### src/design/jsu_pkg.sv
// Package for the JSON string unescaper: scan modes, result kinds,
// character codes, result word types and the hex digit helper.
// No dependencies.
package jsu_pkg;

    // Scan modes of the decoder
    localparam logic [2:0] MODE_IDLE = 3'd0;
    localparam logic [2:0] MODE_STR  = 3'd1;
    localparam logic [2:0] MODE_ESC  = 3'd2;
    localparam logic [2:0] MODE_HEX1 = 3'd3;
    localparam logic [2:0] MODE_HEX2 = 3'd4;
    localparam logic [2:0] MODE_HEX3 = 3'd5;
    localparam logic [2:0] MODE_HEX4 = 3'd6;
    localparam logic [2:0] MODE_DONE = 3'd7;

    // Result kinds
    localparam logic [1:0] KIND_BYTE  = 2'd0;
    localparam logic [1:0] KIND_CLOSE = 2'd1;
    localparam logic [1:0] KIND_ERROR = 2'd2;

    // Character codes
    localparam logic [7:0] CH_QUOTE = 8'h22;
    localparam logic [7:0] CH_BSLASH = 8'h5C;
    localparam logic [7:0] CH_N = 8'h6E;
    localparam logic [7:0] CH_T = 8'h74;
    localparam logic [7:0] CH_R = 8'h72;
    localparam logic [7:0] CH_U = 8'h75;
    localparam logic [7:0] CH_LF = 8'h0A;
    localparam logic [7:0] CH_TAB = 8'h09;
    localparam logic [7:0] CH_CR = 8'h0D;

    // UTF-8 encoding limits and marks
    localparam logic [15:0] UTF8_ONE_LIMIT = 16'h0080;
    localparam logic [15:0] UTF8_TWO_LIMIT = 16'h0800;
    localparam logic [7:0]  UTF8_LEAD2 = 8'hC0;
    localparam logic [7:0]  UTF8_LEAD3 = 8'hE0;
    localparam logic [7:0]  UTF8_CONT  = 8'h80;
    localparam logic [7:0]  UTF8_MASK  = 8'h3F;

    localparam int MAX_RESULTS = 3;

    typedef struct packed {
        logic [7:0] data;
        logic [1:0] kind;
    } t_res;

    // All results caused by one input byte, in order from w[0]
    typedef struct packed {
        t_res [MAX_RESULTS-1:0] w;
        logic [1:0]             cnt;
    } t_burst;

    // Hex digit value: bit 4 is set when the byte is a hex digit
    function automatic logic [4:0] hex_digit(input logic [7:0] c);
        logic [7:0] v;
        v = 8'h00;
        if (c inside {[8'h30:8'h39]}) begin
            v = c - 8'h30;
            return {1'b1, v[3:0]};
        end else if (c inside {[8'h61:8'h66]}) begin
            v = c - 8'h57;
            return {1'b1, v[3:0]};
        end else if (c inside {[8'h41:8'h46]}) begin
            v = c - 8'h37;
            return {1'b1, v[3:0]};
        end
        return 5'd0;
    endfunction

endpackage

### src/design/jsu_if.sv
// Valid/ready channel interfaces for the JSON string unescaper.
// Depends on jsu_pkg.
interface jsu_in_if import jsu_pkg::*; ();
    logic       valid;
    logic       ready;
    logic [7:0] text_byte;
    logic       text_ended;

    modport source (output valid, text_byte, text_ended, input ready);
    modport sink   (input valid, text_byte, text_ended, output ready);
endinterface

interface jsu_out_if import jsu_pkg::*; ();
    logic       valid;
    logic       ready;
    logic [7:0] out_byte;
    logic [1:0] kind;
    logic       run_last;

    modport source (output valid, out_byte, kind, run_last, input ready);
    modport sink   (input valid, out_byte, kind, run_last, output ready);
endinterface

### src/design/jsu_decode.sv
// Decoder: scan state registers and the per-byte unescape logic that
// produces up to three result words. Depends on jsu_pkg.
module jsu_decode import jsu_pkg::*; (
    input  logic       i_clk,
    input  logic       i_rst_n,
    input  logic       i_accept,
    input  logic [7:0] i_byte,
    input  logic       i_ended,
    output t_burst     o_burst
);

    logic [2:0]  r_mode, n_mode;
    logic [15:0] r_hex, n_hex;
    logic        r_stop, n_stop;
    logic [4:0]  w_digit;
    t_burst      w_burst;

    // Put one result word in slot 0
    function automatic t_burst one_word(input logic [7:0] d, input logic [1:0] k);
        t_burst b;
        b = '0;
        b.w[0].data = d;
        b.w[0].kind = k;
        b.cnt = 2'd1;
        return b;
    endfunction

    // Encode a code point as UTF-8 bytes
    function automatic t_burst utf8(input logic [15:0] cp);
        t_burst b;
        b = '0;
        if (cp < UTF8_ONE_LIMIT) begin
            b.w[0].data = cp[7:0];
            b.cnt = 2'd1;
        end else if (cp < UTF8_TWO_LIMIT) begin
            b.w[0].data = UTF8_LEAD2 | {3'b000, cp[10:6]};
            b.w[1].data = UTF8_CONT | ({2'b00, cp[5:0]} & UTF8_MASK);
            b.cnt = 2'd2;
        end else begin
            b.w[0].data = UTF8_LEAD3 | {4'b0000, cp[15:12]};
            b.w[1].data = UTF8_CONT | ({2'b00, cp[11:6]} & UTF8_MASK);
            b.w[2].data = UTF8_CONT | ({2'b00, cp[5:0]} & UTF8_MASK);
            b.cnt = 2'd3;
        end
        return b;
    endfunction

    assign w_digit = hex_digit(i_byte);

    // Next state and results for the current byte
    always_comb begin
        n_mode  = r_mode;
        n_hex   = r_hex;
        n_stop  = r_stop;
        w_burst = '0;
        if (i_ended) begin
            if (r_mode != MODE_DONE) begin
                w_burst = one_word(8'h00, KIND_ERROR);
            end
            n_mode = MODE_IDLE;
        end else begin
            case (r_mode)
                MODE_IDLE: begin
                    if (i_byte == CH_QUOTE) begin
                        n_mode = MODE_STR;
                    end else begin
                        w_burst = one_word(8'h00, KIND_ERROR);
                        n_mode  = MODE_DONE;
                    end
                end
                MODE_STR: begin
                    if (i_byte == CH_QUOTE) begin
                        w_burst = one_word(8'h00, KIND_CLOSE);
                        n_mode  = MODE_DONE;
                    end else if (i_byte == CH_BSLASH) begin
                        n_mode = MODE_ESC;
                    end else begin
                        w_burst = one_word(i_byte, KIND_BYTE);
                    end
                end
                MODE_ESC: begin
                    n_mode = MODE_STR;
                    case (i_byte)
                        CH_N: w_burst = one_word(CH_LF, KIND_BYTE);
                        CH_T: w_burst = one_word(CH_TAB, KIND_BYTE);
                        CH_R: w_burst = one_word(CH_CR, KIND_BYTE);
                        CH_U: begin
                            n_hex  = 16'h0000;
                            n_stop = 1'b0;
                            n_mode = MODE_HEX1;
                        end
                        default: w_burst = one_word(i_byte, KIND_BYTE);
                    endcase
                end
                MODE_HEX1, MODE_HEX2, MODE_HEX3, MODE_HEX4: begin
                    if (!r_stop && w_digit[4]) begin
                        n_hex = {r_hex[11:0], w_digit[3:0]};
                    end else begin
                        n_stop = 1'b1;
                    end
                    if (r_mode == MODE_HEX4) begin
                        w_burst = utf8(n_hex);
                        n_mode  = MODE_STR;
                    end else begin
                        n_mode = r_mode + 3'd1;
                    end
                end
                default: begin
                    // drop bytes after close or error
                end
            endcase
        end
    end

    // Advance state on each accepted byte
    always_ff @(posedge i_clk) begin
        if (!i_rst_n) begin
            r_mode <= MODE_IDLE;
            r_hex  <= 16'h0000;
            r_stop <= 1'b0;
        end else if (i_accept) begin
            r_mode <= n_mode;
            r_hex  <= n_hex;
            r_stop <= n_stop;
        end
    end

    assign o_burst = w_burst;

endmodule

### src/design/jsu_outq.sv
// Result queue: holds the up to three words of one byte and hands them
// out one per handshake. Depends on jsu_pkg.
module jsu_outq import jsu_pkg::*; (
    input  logic   i_clk,
    input  logic   i_rst_n,
    input  logic   i_load,
    input  t_burst i_burst,
    input  logic   i_pop,
    output logic   o_can_load,
    output logic   o_valid,
    output t_res   o_word,
    output logic   o_last
);

    t_res [MAX_RESULTS-1:0] r_w;
    logic [1:0]             r_cnt;

    assign o_valid    = (r_cnt != 2'd0);
    assign o_word     = r_w[0];
    assign o_last     = (r_cnt == 2'd1);
    assign o_can_load = (r_cnt == 2'd0) || ((r_cnt == 2'd1) && i_pop);

    // Load a fresh burst or shift down on each taken word
    always_ff @(posedge i_clk) begin
        if (!i_rst_n) begin
            r_cnt <= 2'd0;
        end else if (i_load) begin
            r_cnt <= i_burst.cnt;
        end else if (i_pop && o_valid) begin
            r_cnt <= r_cnt - 2'd1;
        end
    end

    always_ff @(posedge i_clk) begin
        if (i_load) begin
            r_w <= i_burst.w;
        end else if (i_pop && o_valid) begin
            r_w[0] <= r_w[1];
            r_w[1] <= r_w[2];
        end
    end

endmodule

### src/design/json_string_unescaper_utf8.sv
// Top level of the JSON string unescaper with UTF-8 output for \u escapes.
// Depends on jsu_pkg, jsu_if, jsu_decode and jsu_outq.
//
//   channel   dir  word
//   i_text    in   text_byte[7:0], text_ended
//   o_res     out  out_byte[7:0], kind[1:0], run_last
//
// One byte is taken per cycle while the result queue can load. A byte that
// yields several results (up to 3, a three-byte UTF-8 sequence) holds the input
// while the single output port drains the result queue one word a cycle when not stalled.
// Reset is synchronous, active low, and returns the scan to idle.
// A stall on the output holds the queued words; the input waits while more
// than one word is queued, or while the last queued word is stalled.
module json_string_unescaper_utf8 import jsu_pkg::*; (
    input  logic      i_clk,
    input  logic      i_rst_n,
    jsu_in_if.sink    i_text,
    jsu_out_if.source o_res
);

    logic   w_accept;
    logic   w_can_load;
    t_burst w_burst;
    t_res   w_word;
    logic   w_valid;
    logic   w_last;

    assign i_text.ready = w_can_load;
    assign w_accept     = i_text.valid && w_can_load;

    jsu_decode u_dec (
        .i_clk   (i_clk),
        .i_rst_n (i_rst_n),
        .i_accept(w_accept),
        .i_byte  (i_text.text_byte),
        .i_ended (i_text.text_ended),
        .o_burst (w_burst)
    );

    jsu_outq u_q (
        .i_clk     (i_clk),
        .i_rst_n   (i_rst_n),
        .i_load    (w_accept),
        .i_burst   (w_burst),
        .i_pop     (o_res.ready),
        .o_can_load(w_can_load),
        .o_valid   (w_valid),
        .o_word    (w_word),
        .o_last    (w_last)
    );

    // Drive the result channel
    assign o_res.valid    = w_valid;
    assign o_res.out_byte = w_word.data;
    assign o_res.kind     = w_word.kind;
    assign o_res.run_last = w_last;

`ifndef NO_ASSERTIONS
    a_load_shows: assert property (@(posedge i_clk) disable iff (!i_rst_n)
        w_accept && (w_burst.cnt != 2'd0) |=> o_res.valid)
        else $error("accepted byte with results left no valid word");

    a_marker_single: assert property (@(posedge i_clk) disable iff (!i_rst_n)
        o_res.valid && (o_res.kind != KIND_BYTE) |-> o_res.run_last)
        else $error("close or error word not last of its run");

    a_multi_bytes: assert property (@(posedge i_clk) disable iff (!i_rst_n)
        w_accept && (w_burst.cnt > 2'd1) |-> (w_burst.w[0].kind == KIND_BYTE))
        else $error("multi-word burst carries a marker");

    a_no_overrun: assert property (@(posedge i_clk) disable iff (!i_rst_n)
        o_res.valid && !o_res.ready && !o_res.run_last |-> !i_text.ready)
        else $error("input taken while several words still queued");
`endif

endmodule

### src/flat_wrapper.sv
// flat-port wrapper written by rule: the top's interface ports become plain ports
module json_string_unescaper_utf8_flat import jsu_pkg::*;
  (i_clk, i_rst_n, i_text_valid, i_text_text_byte, i_text_text_ended, i_text_ready, o_res_valid, o_res_out_byte, o_res_kind, o_res_run_last, o_res_ready);
  jsu_in_if i_text_i ();
  jsu_out_if o_res_i ();
  input  logic i_clk;
  input  logic i_rst_n;
  input wire logic [$bits(i_text_i.valid)-1:0] i_text_valid;
  input wire logic [$bits(i_text_i.text_byte)-1:0] i_text_text_byte;
  input wire logic [$bits(i_text_i.text_ended)-1:0] i_text_text_ended;
  output wire logic [$bits(i_text_i.ready)-1:0] i_text_ready;
  output wire logic [$bits(o_res_i.valid)-1:0] o_res_valid;
  output wire logic [$bits(o_res_i.out_byte)-1:0] o_res_out_byte;
  output wire logic [$bits(o_res_i.kind)-1:0] o_res_kind;
  output wire logic [$bits(o_res_i.run_last)-1:0] o_res_run_last;
  input wire logic [$bits(o_res_i.ready)-1:0] o_res_ready;
  assign i_text_i.valid = i_text_valid;
  assign i_text_i.text_byte = i_text_text_byte;
  assign i_text_i.text_ended = i_text_text_ended;
  assign i_text_ready = i_text_i.ready;
  assign o_res_valid = o_res_i.valid;
  assign o_res_out_byte = o_res_i.out_byte;
  assign o_res_kind = o_res_i.kind;
  assign o_res_run_last = o_res_i.run_last;
  assign o_res_i.ready = o_res_ready;
  json_string_unescaper_utf8 u_core (.i_clk(i_clk), .i_rst_n(i_rst_n), .i_text(i_text_i), .o_res(o_res_i));
endmodule
### config.mk
export PLATFORM = sky130hd
export DESIGN_NAME = json_string_unescaper_utf8_flat
export DESIGN_NICKNAME = d
export VERILOG_FILES = /design/src/design/jsu_pkg.sv /design/src/design/jsu_if.sv /design/src/design/jsu_decode.sv /design/src/design/jsu_outq.sv /design/src/design/json_string_unescaper_utf8.sv /design/src/flat_wrapper.sv
export SDC_FILE = /design/constraint.sdc
export NUM_CORES = 1
export LEC_CHECK = 0
export BUFFER_PORTS_ARGS = -buffer_cell sky130_fd_sc_hd__buf_2
export CORE_ASPECT_RATIO = 1.5
export CORE_MARGIN = 1
export CORE_UTILIZATION = 50
export CTS_CLUSTER_DIAMETER = 150
export DETAILED_ROUTE_END_ITERATION = 8
export PLACE_DENSITY_LB_ADDON = 0.2
export SYNTH_ARGS = -nofsm -noshare
export SYNTH_HDL_FRONTEND = slang
export SYNTH_SLANG_ARGS = --single-unit
export TNS_END_PERCENT = 1
### constraint.sdc
create_clock -name i_clk -period 4.7 [get_ports i_clk]
set_clock_uncertainty 0.05 [all_clocks]
set_input_delay 0.235 -clock i_clk [delete_from_list [all_inputs] [get_ports i_clk]]
set_output_delay 0.235 -clock i_clk [all_outputs]
set_load 0.02 [all_outputs]
After elaboration in Yosys (flattened, before gate mapping):

Cells that the tools add are included.

* flip-flop bits (word level): 52
* input port bits: 13
* word-level logic and storage cells: 102

* add/sub/neg operators: 5
* order comparisons: 8
* equality and inequality tests: 17
* muxes and demuxes: 42
* bitwise operators: 1
* reductions and logical operators: 19

Operators with widths (count)
* 32-bit one-hot mux with 4 select lines: 1
* 16-bit two-way mux: 4
* 32-bit two-way mux: 2
* 12-bit one-hot mux with 4 select lines: 1
* 8-bit by 7-bit equality test with 1-bit output, second input constant: 5
* 20-bit two-way mux: 2
* 8-bit two-way mux: 4
* 16-bit one-hot mux with 2 select lines: 1
* 12-bit two-way mux: 2
* 5-bit two-way mux: 4
* 8-bit by 7-bit greater-or-equal comparator with 1-bit output, second input constant: 2
* 8-bit by 7-bit <= comparator with 1-bit output, second input constant: 2
* 16-bit by 12-bit < comparator with 1-bit output, second input constant: 1
* 16-bit by 8-bit < comparator with 1-bit output, second input constant: 1
* 3-bit two-way mux: 5
* 6-bit two-way mux: 2
* 3-bit one-hot mux with 4 select lines: 1
* 3-bit equality test, second input constant: 3
* 8-bit by 6-bit equality test with 1-bit output, second input constant: 1
* 8-bit by 6-bit greater-or-equal comparator with 1-bit output, second input constant: 1
* 8-bit by 6-bit <= comparator with 1-bit output, second input constant: 1
* 2-bit two-way mux: 4
* 4-bit two-way mux: 2
* 4-bit by 3-bit subtractor with 4-bit output, second input constant: 2
* other kinds (23): 38

Longest topological paths before layout:

Gate-level depths: netlist of run 1.

* word-level depth: 17
* mapped depth: 10
* mapped depth without buffers: 9

By module:

From an unflattened synthesis of run 1, not the netlist that was laid out.

* cells, all modules: 363
* area total of the unflattened synthesis: 3434.5 um^2

Modules (own cells, without submodules)
* jsu_decode: times used 1, cells an instance 281, area each 2058.2 um^2
* jsu_outq: times used 1, cells an instance 81, area each 1370.1 um^2
* json_string_unescaper_utf8: times used 1, cells an instance 1, area each 6.3 um^2

Worst setup path before layout of run 1:

Ideal clock, no wire load.

* path kind: register -> register
* start point: register u_core.u_q.r_cnt[1]
* end point: register u_core.u_dec.r_hex[10]
* arrival: 2.213 ns
* data required time: 4.530 ns
* setup slack: 2.317 ns
* cell stages (with the launch flop): 10
* buffers on the path: 1
* period minus slack after synthesis: 2.383 ns
* cell sequence: dfxtp_1 -> inv_1 -> ha_1 -> a21o_1 -> nand2_2 -> a211oi_1 -> o21ai_1 -> clkbuf_1 -> o21ai_0 -> a21boi_1

* longest elaborated chain between the ends: 5
* elaborated cells on any way between the ends: 6
* those cells by class: eq/ne: 1; reduce/logical: 5

Ends and longest elaborated chain
* from (decl): RTL line jsu_outq.sv:16 `logic [1:0] r_cnt;`
* from (signal assigned): RTL line jsu_outq.sv:28 `r_cnt <= i_burst.cnt;`
* from (signal assigned): RTL line jsu_outq.sv:30 `r_cnt <= r_cnt - 2'd1;`
* 2-bit by 1-bit equality test with 1-bit output
* named net o_res_run_last: RTL line flat_wrapper.sv:15 `output wire logic [$bits(o_res_i.run_last)-1:0] o_res_run_last;`
* 1-bit logical AND: RTL line jsu_outq.sv:21 `assign o_can_load = (r_cnt == 2'd0) || ((r_cnt == 2'd1) && i_pop);`
* 1-bit logical OR: RTL line jsu_outq.sv:21
* named net i_text_ready: RTL line flat_wrapper.sv:11 `output wire logic [$bits(i_text_i.ready)-1:0] i_text_ready;`
* 1-bit logical AND: RTL line json_string_unescaper_utf8.sv:29 `assign w_accept = i_text.valid && w_can_load;`
* 4-bit AND reduction (no line)
* to (signal assigned): RTL line jsu_decode.sv:123 `r_hex <= n_hex;`
* to (decl): RTL line jsu_decode.sv:13 `logic [15:0] r_hex, n_hex;`

The timed path passes the listed nets, and every way through them passes these cells.
A chain may end at the register's enable or synchronous reset.

Final worst setup path of run 1:

* start point: register u_core.u_q.r_cnt[0]
* end point: register u_core.u_q.r_w, in the netlist u_core.u_q.o_word[2], data pin

* longest elaborated chain between the ends: 5
* elaborated cells on any way between the ends: 6
* those cells by class: eq/ne: 1; mux: 1; reduce/logical: 4

Ends and longest elaborated chain
* 2-bit by 1-bit equality test with 1-bit output: RTL line jsu_outq.sv:21
* 1-bit logical AND: RTL line jsu_outq.sv:21
* 1-bit logical OR (*): RTL line jsu_outq.sv:21
* 1-bit logical AND (*): RTL line json_string_unescaper_utf8.sv:29
* named net u_core.u_dec.i_accept: RTL line jsu_decode.sv:6 `input logic i_accept,`
* 20-bit two-way mux (*): RTL line jsu_outq.sv:35 `if (i_load) begin`
* to (signal assigned): RTL line jsu_outq.sv:36 `r_w <= i_burst.w;`
* to (decl): RTL line jsu_outq.sv:15 `t_res [MAX_RESULTS-1:0] r_w;`

The timed path passes the listed nets; every way through them passes the cells marked *.

==> results.sh, run 1 <==
export IMPL_globalplace_congestion=0.887
export IMPL_drtAntennaViolNets=0
export IMPL_grt_max_degree=29
export IMPL_worst_pin_slew_ns=1.12
export IMPL_path_cells="inv_1 -> ha_1 -> a21o_1 -> nand2_2 -> inv_1 -> and2_1 -> nand3_1 -> nand3_1 -> or3_1"
export IMPL_required_ns=4.71
export IMPL_p_leak_nw=1.23
export IMPL_syn_nets=391
export IMPL_start_util_pct=51.9
export IMPL_antenna_cells=0
export IMPL_rsz0062_at_grt="false"
export IMPL_cp_num_buf_inv=2
export IMPL_synth_area_leaders="edfxtp_1 22%, dfxtp_1 14%, o21ai_0 5.3%"
export IMPL_die_y_um=100
export IMPL_viasPerCell=6.39
export IMPL_root_buffer="clkbuf_8"
export IMPL_status="complete, no violations"
export IMPL_htree_levels=2
export IMPL_synth_cell_types=71
export IMPL_clkTransAtPathRegs_ns=0.10
export IMPL_finalHoldViolations=0
export IMPL_final_cells=444
export IMPL_ys_async_sr_fraction_pct=0
export IMPL_routedWlPerCell_um=18.7
export IMPL_yosysSeqAreaShare_pct=36.2
export IMPL_fmax_mhz=349
export IMPL_post_route_drc_count=0
export IMPL_die_area_um2=6740
export IMPL_die_x_um=67.4
export IMPL_synth_top_cells_by_count="34 x nand2_1, 34 x o21ai_0, 24 x edfxtp_1"
export IMPL_setup_viol=0
export IMPL_cts_inserted_buffers=5
export IMPL_synth_top_area_share_pct=22.5
export IMPL_syn_to_final_growth_pct=3.71
export IMPL_hold_buffers=0
export IMPL_critical_path_top_delay_family="simple AND/OR/NAND/NOR gates"
export IMPL_syn_area_per_cell_um2=8.63
export IMPL_dr_pass1_iters=5
export IMPL_rows=35
export IMPL_place_ws_ns=1.74
export IMPL_cap_violations=0
export IMPL_synthFlopType="edfxtp_1"
export IMPL_numPortBuffers=25
export IMPL_grt_pass1_vias=2651
export IMPL_synth_area_um2=3200
export IMPL_worstPathArrival_ns=2.87
export IMPL_hpwl_um=6180
export IMPL_clock_sinks=46
export IMPL_peakVddDrop_mv=0.145
export IMPL_synth_top_cell_by_area="edfxtp_1"
export IMPL_routed_wl_um=8300
export IMPL_grt_first_pass_wirelength_um=13400
export IMPL_path_class="flip-flop to flip-flop"
export IMPL_boundaryPins=26
export IMPL_setup_slack_ns=1.83
export IMPL_drive_above_1_share_pct=13.5
export IMPL_endpoint_kind="flip-flop"
export IMPL_drtIter0Drc=280
export IMPL_vias=2839
export IMPL_dp_cells=436
export IMPL_fin_crit_sh_pct=61.0
export IMPL_cellPowerDensity_nw_per_um2=311
export IMPL_gr_usage_all_layers_pct=26.6
export IMPL_clk_latency_ns=0.31
export IMPL_core_area_um2=6170
export IMPL_cts_setup_buffers=0
export IMPL_ys_seq_elements=46
export IMPL_cts_tree="done"
export IMPL_maxSlewHeadroom_pct=25.5
export IMPL_synth_edf_count=24
export IMPL_yosysWarnings=0
export IMPL_seq_area_um2=1160
export IMPL_grt_overflow_total=0
export IMPL_max_clock_path_buffers=2
export IMPL_critical_path_max_stage_delay_ns=0.38
export IMPL_fin_tns_setup_ns=0
export IMPL_hp_class="input pin to flip-flop"
export IMPL_cts_resized=0
export IMPL_maxSlewViolCount=0
export IMPL_multi_input_area_um2=1810
export IMPL_path_max_fanout=28
export IMPL_fill_cells=602
export IMPL_critPathLaunchType="flip-flop"
export IMPL_final_nets=389
export IMPL_crit_slowest_cell="nand2_2"
export IMPL_min_period_ns=2.87
export IMPL_antenna_found_initial=0
export IMPL_synthCells=371
layer usage:
layer	share of wire [%]	track usage, %
met1	39	31.2
met2	52	46.8
met3	5.4	4.43
met5	0	0
met4	3.3	10.5
registers in the layout (all words and copies together), names as in the netlist:
register,flops
u_core.u_dec.r_hex,16
u_core.u_dec.r_mode,3
u_core.u_q.r_cnt,2
u_core.u_q.o_word,10
u_core.u_q.r_w,14
u_core.u_dec.r_stop,1
metrics by stage:
stage / power [mW] / hold WS (ns) / area, um^2 / util (%)
2_1_floorplan: 0.729 / 0.323 / 3200 / -
3_3_place_gp: 0.779 / 0.442 / 3230 / 52.3
3_5_place_dp: 0.782 / 0.448 / 3230 / 52.3
4_1_cts: 1.03 / 0.260 / 3320 / 53.8
5_1_grt: 1.09 / 0.286 / 3320 / 53.8
6_report: 1.03 / 0.274 / 3320 / 53.8
worst paths after layout:
path                           from                endpoint  slack, ns  depth (start not counted)
min reg2reg  u_core.u_dec.r_hex[15]  u_core.u_dec.r_hex[15]       0.46                          2
max reg2reg     u_core.u_q.r_cnt[0]    u_core.u_q.o_word[2]       1.83                          9
min             i_text_text_byte[6]    u_core.u_q.o_word[8]       0.27                          2
max             u_core.u_q.r_cnt[0]    u_core.u_q.o_word[2]       1.83                          9
layout by cell type (no fill, tap or decap), drive strengths merged, types with 5 or more instances in the layout:
| master | synthesis | final |
|---|---|---|
| a211oi | 8 | 8 |
| a21boi | 13 | 13 |
| a21oi | 19 | 19 |
| and2 | 6 | 6 |
| and3 | 11 | 11 |
| buf | 20 | 25 |
| clkbuf | 14 | 5 |
| dfxtp | 22 | 22 |
| edfxtp | 24 | 24 |
| ha | 7 | 7 |
| inv | 11 | 12 |
| mux2i | 5 | 5 |
| nand2 | 35 | 35 |
| nand2b | 6 | 6 |
| nand3 | 7 | 7 |
| nor2 | 22 | 22 |
| nor2b | 6 | 6 |
| nor3 | 14 | 14 |
| nor4 | 5 | 5 |
| o211ai | 9 | 9 |
| o21ai | 40 | 40 |
| o2bb2ai | 5 | 5 |
| or3 | 7 | 7 |
area by class of cell:
cell class	instances	area share [%]
Multi-Input combinational cell	280	54.4
Sequential cell	46	35.0
Timing Repair Buffer	25	3.77
Tap cell	74	2.79
Clock buffer	5	2.07
Inverter	11	1.24
Clock inverter	3	0.753
where the power goes:
| part | switching, mW | total, mW | internal, mW |
|---|---|---|---|
| registers | 0.0264 | 0.512 | 0.486 |
| clock network | 0.150 | 0.258 | 0.108 |
| logic | 0.171 | 0.261 | 0.0907 |
worst reg2reg max path, stage by stage, from the launching register on:
cell	delay [ns]
dfxtp_1	0.36
inv_1	0.07
ha_1	0.23
a21o_1	0.19
nand2_2	0.38
inv_1	0.36
and2_1	0.37
nand3_1	0.15
nand3_1	0.09
or3_1	0.37
cell families (layout without fill, tap and decap cells):
group                    count (synthesis)  in the layout  share of synthesized area (%)
buffers and inverters                   45             44                           7.30
multiplexers                             8              8                           2.73
adder cells (fa/ha/maj)                  7              7                           2.73
AO/OA/AOI/OAI                          134            134                           29.1
XOR/XNOR                                 1              1                          0.273
AND/OR/NAND/NOR                        130            130                           21.6
flip-flops                              46             46                           36.2
Power figures use the tool's default switching activity.
==> run 2: changes to the inputs <==
Settings changed: ABC_AREA set to 1.
Clock period 4.7 ns to 3 ns, I/O delays scaled along.
==> run 2 against run 1 <==
Total power is 130% higher. Largest cell class unchanged. Critical path type is now input pin to flip-flop. Flip-flop and latch count stayed put. Critical endpoint is now u_core.u_q.o_word[3]. Clock power is 79% higher.
==> results.sh, run 2 <==
export IMPL_status="complete, no violations"
export IMPL_synth_top_cells_by_count="139 x nand2_1, 56 x inv_1, 37 x nand3_1"
export IMPL_yosysSeqAreaShare_pct=36.6
export IMPL_grt_overflow_total=0
export IMPL_endpoint_kind="flip-flop"
export IMPL_clk_latency_ns=0.30
export IMPL_final_common_cell="nand2_1"
export IMPL_globalplace_congestion=0.914
export IMPL_grt_first_pass_wirelength_um=12500
export IMPL_final_area_um2=3380
export IMPL_synth_edf_count=24
export IMPL_fmax_mhz=399
export IMPL_path_class="input pin to flip-flop"
export IMPL_cts_tree="done"
export IMPL_numPortBuffers=25
export IMPL_post_route_drc_count=0
export IMPL_largest_reg_flops=16
export IMPL_maxSlewHeadroom_pct=66.8
export IMPL_syn_nets=476
export IMPL_rows=35
export IMPL_maxSlewViolCount=0
export IMPL_drtAntennaViolNets=0
export IMPL_cp_num_buf_inv=4
export IMPL_boundaryPins=26
export IMPL_cts_setup_buffers=0
export IMPL_crit_slowest_cell="ha_1"
export IMPL_cap_violations=0
export IMPL_rsz0062_at_grt="false"
export IMPL_max_clock_path_buffers=2
export IMPL_regMostFlops="u_core.u_dec.r_hex"
export IMPL_min_period_ns=2.51
export IMPL_syn_area_per_cell_um2=6.95
export IMPL_use_met1_pct=27.8
export IMPL_die_y_um=99.5
export IMPL_htree_levels=2
export IMPL_synthFlopType="edfxtp_1"
export IMPL_dpl_cell_area_um2=3270
export IMPL_root_buffer="clkbuf_8"
export IMPL_hold_buffers=0
export IMPL_syn_to_final_growth_pct=6.55
export IMPL_synth_cell_types=39
export IMPL_die_area_um2=6670
export IMPL_core_area_um2=6130
export IMPL_critPathLaunchType="input pin"
export IMPL_grt_pass1_vias=2706
export IMPL_synth_top_area_share_pct=22.7
export IMPL_met2_usage_pct=45.0
export IMPL_fin_tns_setup_ns=0
export IMPL_die_x_um=67.0
export IMPL_synth_area_leaders="edfxtp_1 23%, nand2_1 16%, dfxtp_1 14%"
export IMPL_final_nets=491
export IMPL_holdWs_ns=0.154
export IMPL_viasPerCell=5.38
export IMPL_synth_top_cell_by_area="edfxtp_1"
export IMPL_drive_above_1_share_pct=14.8
export IMPL_p_leak_nw=1.59
export IMPL_vias=2939
export IMPL_crit_top_cell="nand2_1"
export IMPL_ys_seq_elements=46
export IMPL_path_max_fanout=17
export IMPL_cellPowerDensity_nw_per_um2=707
export IMPL_seq_area_um2=1160
export IMPL_routed_wl_um=7740
export IMPL_required_ns=3.01
export IMPL_dr_pass1_iters=5
export IMPL_fin_crit_sh_pct=83.5
export IMPL_critical_path_max_stage_delay_ns=0.25
export IMPL_fill_cells=615
export IMPL_antenna_cells=0
export IMPL_synthCells=456
export IMPL_hpwl_um=6050
export IMPL_place_ws_ns=0.208
export IMPL_path_cells="buf_2 -> inv_1 -> ha_1 -> inv_1 -> nand2_1 -> nand2_1 -> nand2_2 -> nand2_4 -> nand2_4 -> nand2_2 -> buf_4 -> nand2_1 -> nand2_1 -> nand2_1 -> nor2_1 -> nand4_1 -> nand3_1 -> nand2_1 -> nand2_1 -> nand2_1"
export IMPL_cts_inserted_buffers=5
export IMPL_synth_area_um2=3170
export IMPL_multi_input_area_um2=1610
export IMPL_gr_usage_all_layers_pct=24.7
export IMPL_routedWlPerCell_um=14.2
export IMPL_ys_async_sr_fraction_pct=0
export IMPL_setup_viol=0
export IMPL_final_cell_mix="139 x nand2_1, 56 x inv_1, 37 x nand3_1"
export IMPL_worst_pin_slew_ns=0.498
export IMPL_worstPathArrival_ns=2.52
export IMPL_clock_sinks=46
export IMPL_yosysMostFrequentCell="nand2_1"
export IMPL_cts_resized=0
export IMPL_setup_slack_ns=0.494
export IMPL_antenna_found_initial=0
export IMPL_hp_class="input pin to flip-flop"
export IMPL_peakVddDrop_mv=0.296
export IMPL_grt_max_degree=18
export IMPL_use_met3_pct=3.10
export IMPL_start_util_pct=51.7
export IMPL_critical_path_top_delay_family="simple AND/OR/NAND/NOR gates"
export IMPL_yosysWarnings=0
export IMPL_drtIter0Drc=210
export IMPL_grt_busiest_layer="met2"
export IMPL_finalHoldViolations=0
export IMPL_clkTransAtPathRegs_ns=0.09
-- run 2: per-layer routing --
metal / vias to the layer above / part of all wire, %
met1: 1346 / 40
met4: 0 / 2.7
met5: - / 0
met2: 77 / 53
met3: 17 / 4.0
li1: 1499 / -
-- run 2: worst register-to-register path, delay by kind of cell (launching register included) --
kind	cells	cell delay [ns]
simple gates	11	1.40
flops	1	0.30
buf+inv	1	0.33
-- run 2: cells by family (layout without fill, tap and decap cells) --
group | after synthesis | in the layout | share of synthesized area [%]
and+or+nand+nor | 244 | 244 | 34.2
AOI/OAI and AO/OA | 72 | 72 | 13.1
buffers and inverters | 84 | 100 | 12.4
muxes | 1 | 1 | 0.355
DFF | 46 | 46 | 36.6
xor gates and xnor gates | 2 | 2 | 0.553
adders and majority gates | 7 | 7 | 2.76
-- run 2: final timing paths --
kind                                 end  slack (ns)  cells past startpoint                   start
setup / recovery    u_core.u_q.o_word[3]        0.49                     20     i_text_text_byte[0]
setup reg to reg    u_core.u_q.o_word[3]        0.70                     12     u_core.u_dec.r_stop
hold / removal     u_core.u_dec.r_hex[1]        0.15                      3                 i_rst_n
hold reg to reg   u_core.u_dec.r_hex[13]        0.43                      2  u_core.u_dec.r_hex[13]
-- run 2: cell type report --
type | count | area share, %
timing repair buffer | 31 | 5.04
clock inverter | 2 | 1.11
sequential | 46 | 34.4
inverter | 61 | 6.78
clock buffer | 6 | 2.15
tap | 74 | 2.74
multi-input combinational | 326 | 47.8
-- run 2: stage by stage --
stage          power (mW)  cells  utilization [%]
3_5_place_dp         1.94    538             53.3
6_report             2.39    546             55.1
4_1_cts              2.39    546             55.1
2_1_floorplan        1.74    456                -
5_1_grt              2.56    546             55.1
3_3_place_gp         1.92    538             53.3
-- run 2: power breakdown --
part	leakage (nW)	internal [mW]	switching (mW)	total, mW
clock	0.0514	0.249	0.213	0.462
combinational	1.12	0.294	0.653	0.947
sequential	0.423	0.898	0.0806	0.978
==> run 3: changes to the inputs <==
Settings changed: ABC_AREA 1 to 0.
Clock period 3 ns to 2.1 ns, I/O delays scaled along.
==> run 3 against run 2 <==
The flow now finishes with violations (setup timing). Clock power increased by 26%. Wire length increased by 23%. Sequential share of layout area decreased by 6.1 points. Sequential power increased by 17%. Non-clock buffer count increased by 74. Global-route usage increased by 5.3 points. Design area increased by 22%. Critical path depth decreased by 13. First-iteration DRC count decreased by 11%. Worst hold slack improved by 0.020 ns. Final cell count decreased by 4.0%. Via count increased by 9.2%. Largest power group unchanged. Highest routed layer unchanged.
==> results.sh, run 3 (synthesis results as in run 1) <==
export IMPL_maxSlewHeadroom_pct=62.8
export IMPL_clk_latency_ns=0.31
export IMPL_finalHoldViolations=0
export IMPL_setup_slack_ns=-0.0760
export IMPL_htree_levels=2
export IMPL_die_x_um=67.4
export IMPL_cts_tree="done"
export IMPL_peakVddDrop_mv=0.381
export IMPL_switching_power_mw=0.844
export IMPL_max_clock_path_buffers=2
export IMPL_grt_overflow_total=0
export IMPL_seq_power_share_pct=45.5
export IMPL_place_ws_ns=-0.119
export IMPL_final_common_cell="buf_4"
export IMPL_final_cell_mix="74 x buf_4, 33 x nand2_1, 29 x o21ai_0"
export IMPL_post_route_drc_count=0
export IMPL_antenna_found_initial=0
export IMPL_hpwl_um=7290
export IMPL_clkTransAtPathRegs_ns=0.10
export IMPL_regMostFlops="u_core.u_dec.r_hex"
export IMPL_numPortBuffers=25
export IMPL_worstPathArrival_ns=2.19
export IMPL_min_period_ns=2.18
export IMPL_antenna_cells=0
export IMPL_required_ns=2.12
export IMPL_grt_max_degree=24
export IMPL_setup_viol=2
export IMPL_die_area_um2=6740
export IMPL_worst_pin_slew_ns=0.553
export IMPL_vias=3209
export IMPL_routedWlPerCell_um=18.2
export IMPL_cellPowerDensity_nw_per_um2=606
export IMPL_status="complete, but fails checks"
export IMPL_path_max_fanout=6
export IMPL_maxSlewViolCount=0
export IMPL_clock_sinks=46
export IMPL_fin_crit_sh_pct=104
export IMPL_intPower_mw=1.65
export IMPL_grt_pass1_vias=3054
export IMPL_drtAntennaViolNets=0
export IMPL_failed_checks="setup timing"
export IMPL_rows=35
export IMPL_p_leak_nw=1.66
export IMPL_hold_buffers=0
export IMPL_boundaryPins=26
export IMPL_globalplace_congestion=0.947
export IMPL_die_y_um=100
export IMPL_holdWs_ns=0.174
export IMPL_drive_above_1_share_pct=34.2
export IMPL_cap_violations=0
export IMPL_switching_share_pct=33.8
export IMPL_start_util_pct=51.9
export IMPL_critPathLaunchType="flip-flop"
export IMPL_path_class="flip-flop to flip-flop"
export IMPL_root_buffer="clkbuf_8"
export IMPL_drtIter0Drc=186
export IMPL_rsz0062_at_grt="true"
export IMPL_pwr_share_comb_pct=31.2
export IMPL_dr_pass1_iters=7
export IMPL_grt_first_pass_wirelength_um=15100
export IMPL_fin_tns_setup_ns=-0.149
export IMPL_largest_reg_flops=16
export IMPL_cts_inserted_buffers=5
export IMPL_final_nets=469
export IMPL_core_area_um2=6170
export IMPL_routed_wl_um=9540
export IMPL_gr_usage_all_layers_pct=30.0
export IMPL_endpoint_kind="flip-flop"
export IMPL_fmax_mhz=460
export IMPL_clock_power_share_pct=23.3
export IMPL_viasPerCell=6.12
export IMPL_hp_class="input pin to flip-flop"
export IMPL_syn_to_final_growth_pct=28.8
run 3: cell type report:
cell class                 instances  area [um^2]
timing repair buffer             105          757
tap                               74         92.6
fill                             513         2050
sequential                        46         1170
clock inverter                     3         25.0
inverter                          11         43.8
clock buffer                       5         68.8
multi-input combinational        280         1970
run 3: critical path, cell delays in order, from the launching register on:
cell,delay (ns)
dfxtp_2,0.32
or3_4,0.34
a211oi_4,0.32
a21oi_4,0.14
buf_6,0.14
a221o_1,0.34
a22oi_2,0.20
o22ai_1,0.10
run 3: power by group through the flow:
stage          Sequential, mW  Clock, mW  Combinational, mW
2_1_floorplan            1.14          0              0.529
3_3_place_gp             1.15          0              0.727
3_5_place_dp             1.16          0              0.738
4_1_cts                  1.14      0.593              0.741
5_1_grt                  1.15      0.614              0.848
6_report                 1.14      0.582              0.779
run 3: per-layer routing:
layer,vias to the layer above,GRT usage [%],wire [um]
li1,1545,-,-
met1,1528,33.9,3690
met2,103,54.4,5040
met3,33,3.64,406
met4,0,12.9,408
met5,-,0,0
run 3: repair_timing:
item / in CTS / in global routing
setup endpoints to repair: 23 / 40
resized for setup: 1 / 36
buffers inserted: 1 / 2
pin swaps: 1 / 17
run 3: final timing paths:
check / startpoint / end / slack (ns) / cells past startpoint
worst max-delay path: u_core.u_dec.r_stop / u_core.u_q.o_word[3] / -0.08 / 7
worst min register to register: u_core.u_dec.r_hex[15] / u_core.u_dec.r_hex[15] / 0.47 / 2
worst max register to register: u_core.u_dec.r_stop / u_core.u_q.o_word[3] / -0.08 / 7
worst min-delay path: i_rst_n / u_core.u_q.r_cnt[1] / 0.17 / 2
run 3: per-stage QoR:
step	cells	util [%]	power, mW	instance area (um^2)
finish	524	66.8	2.50	4130
global route	524	66.8	2.61	4130
global placement	513	62.5	1.88	3860
CTS	522	64.3	2.47	3970
detailed placement	513	62.5	1.90	3860
floorplan	371	-	1.67	3250
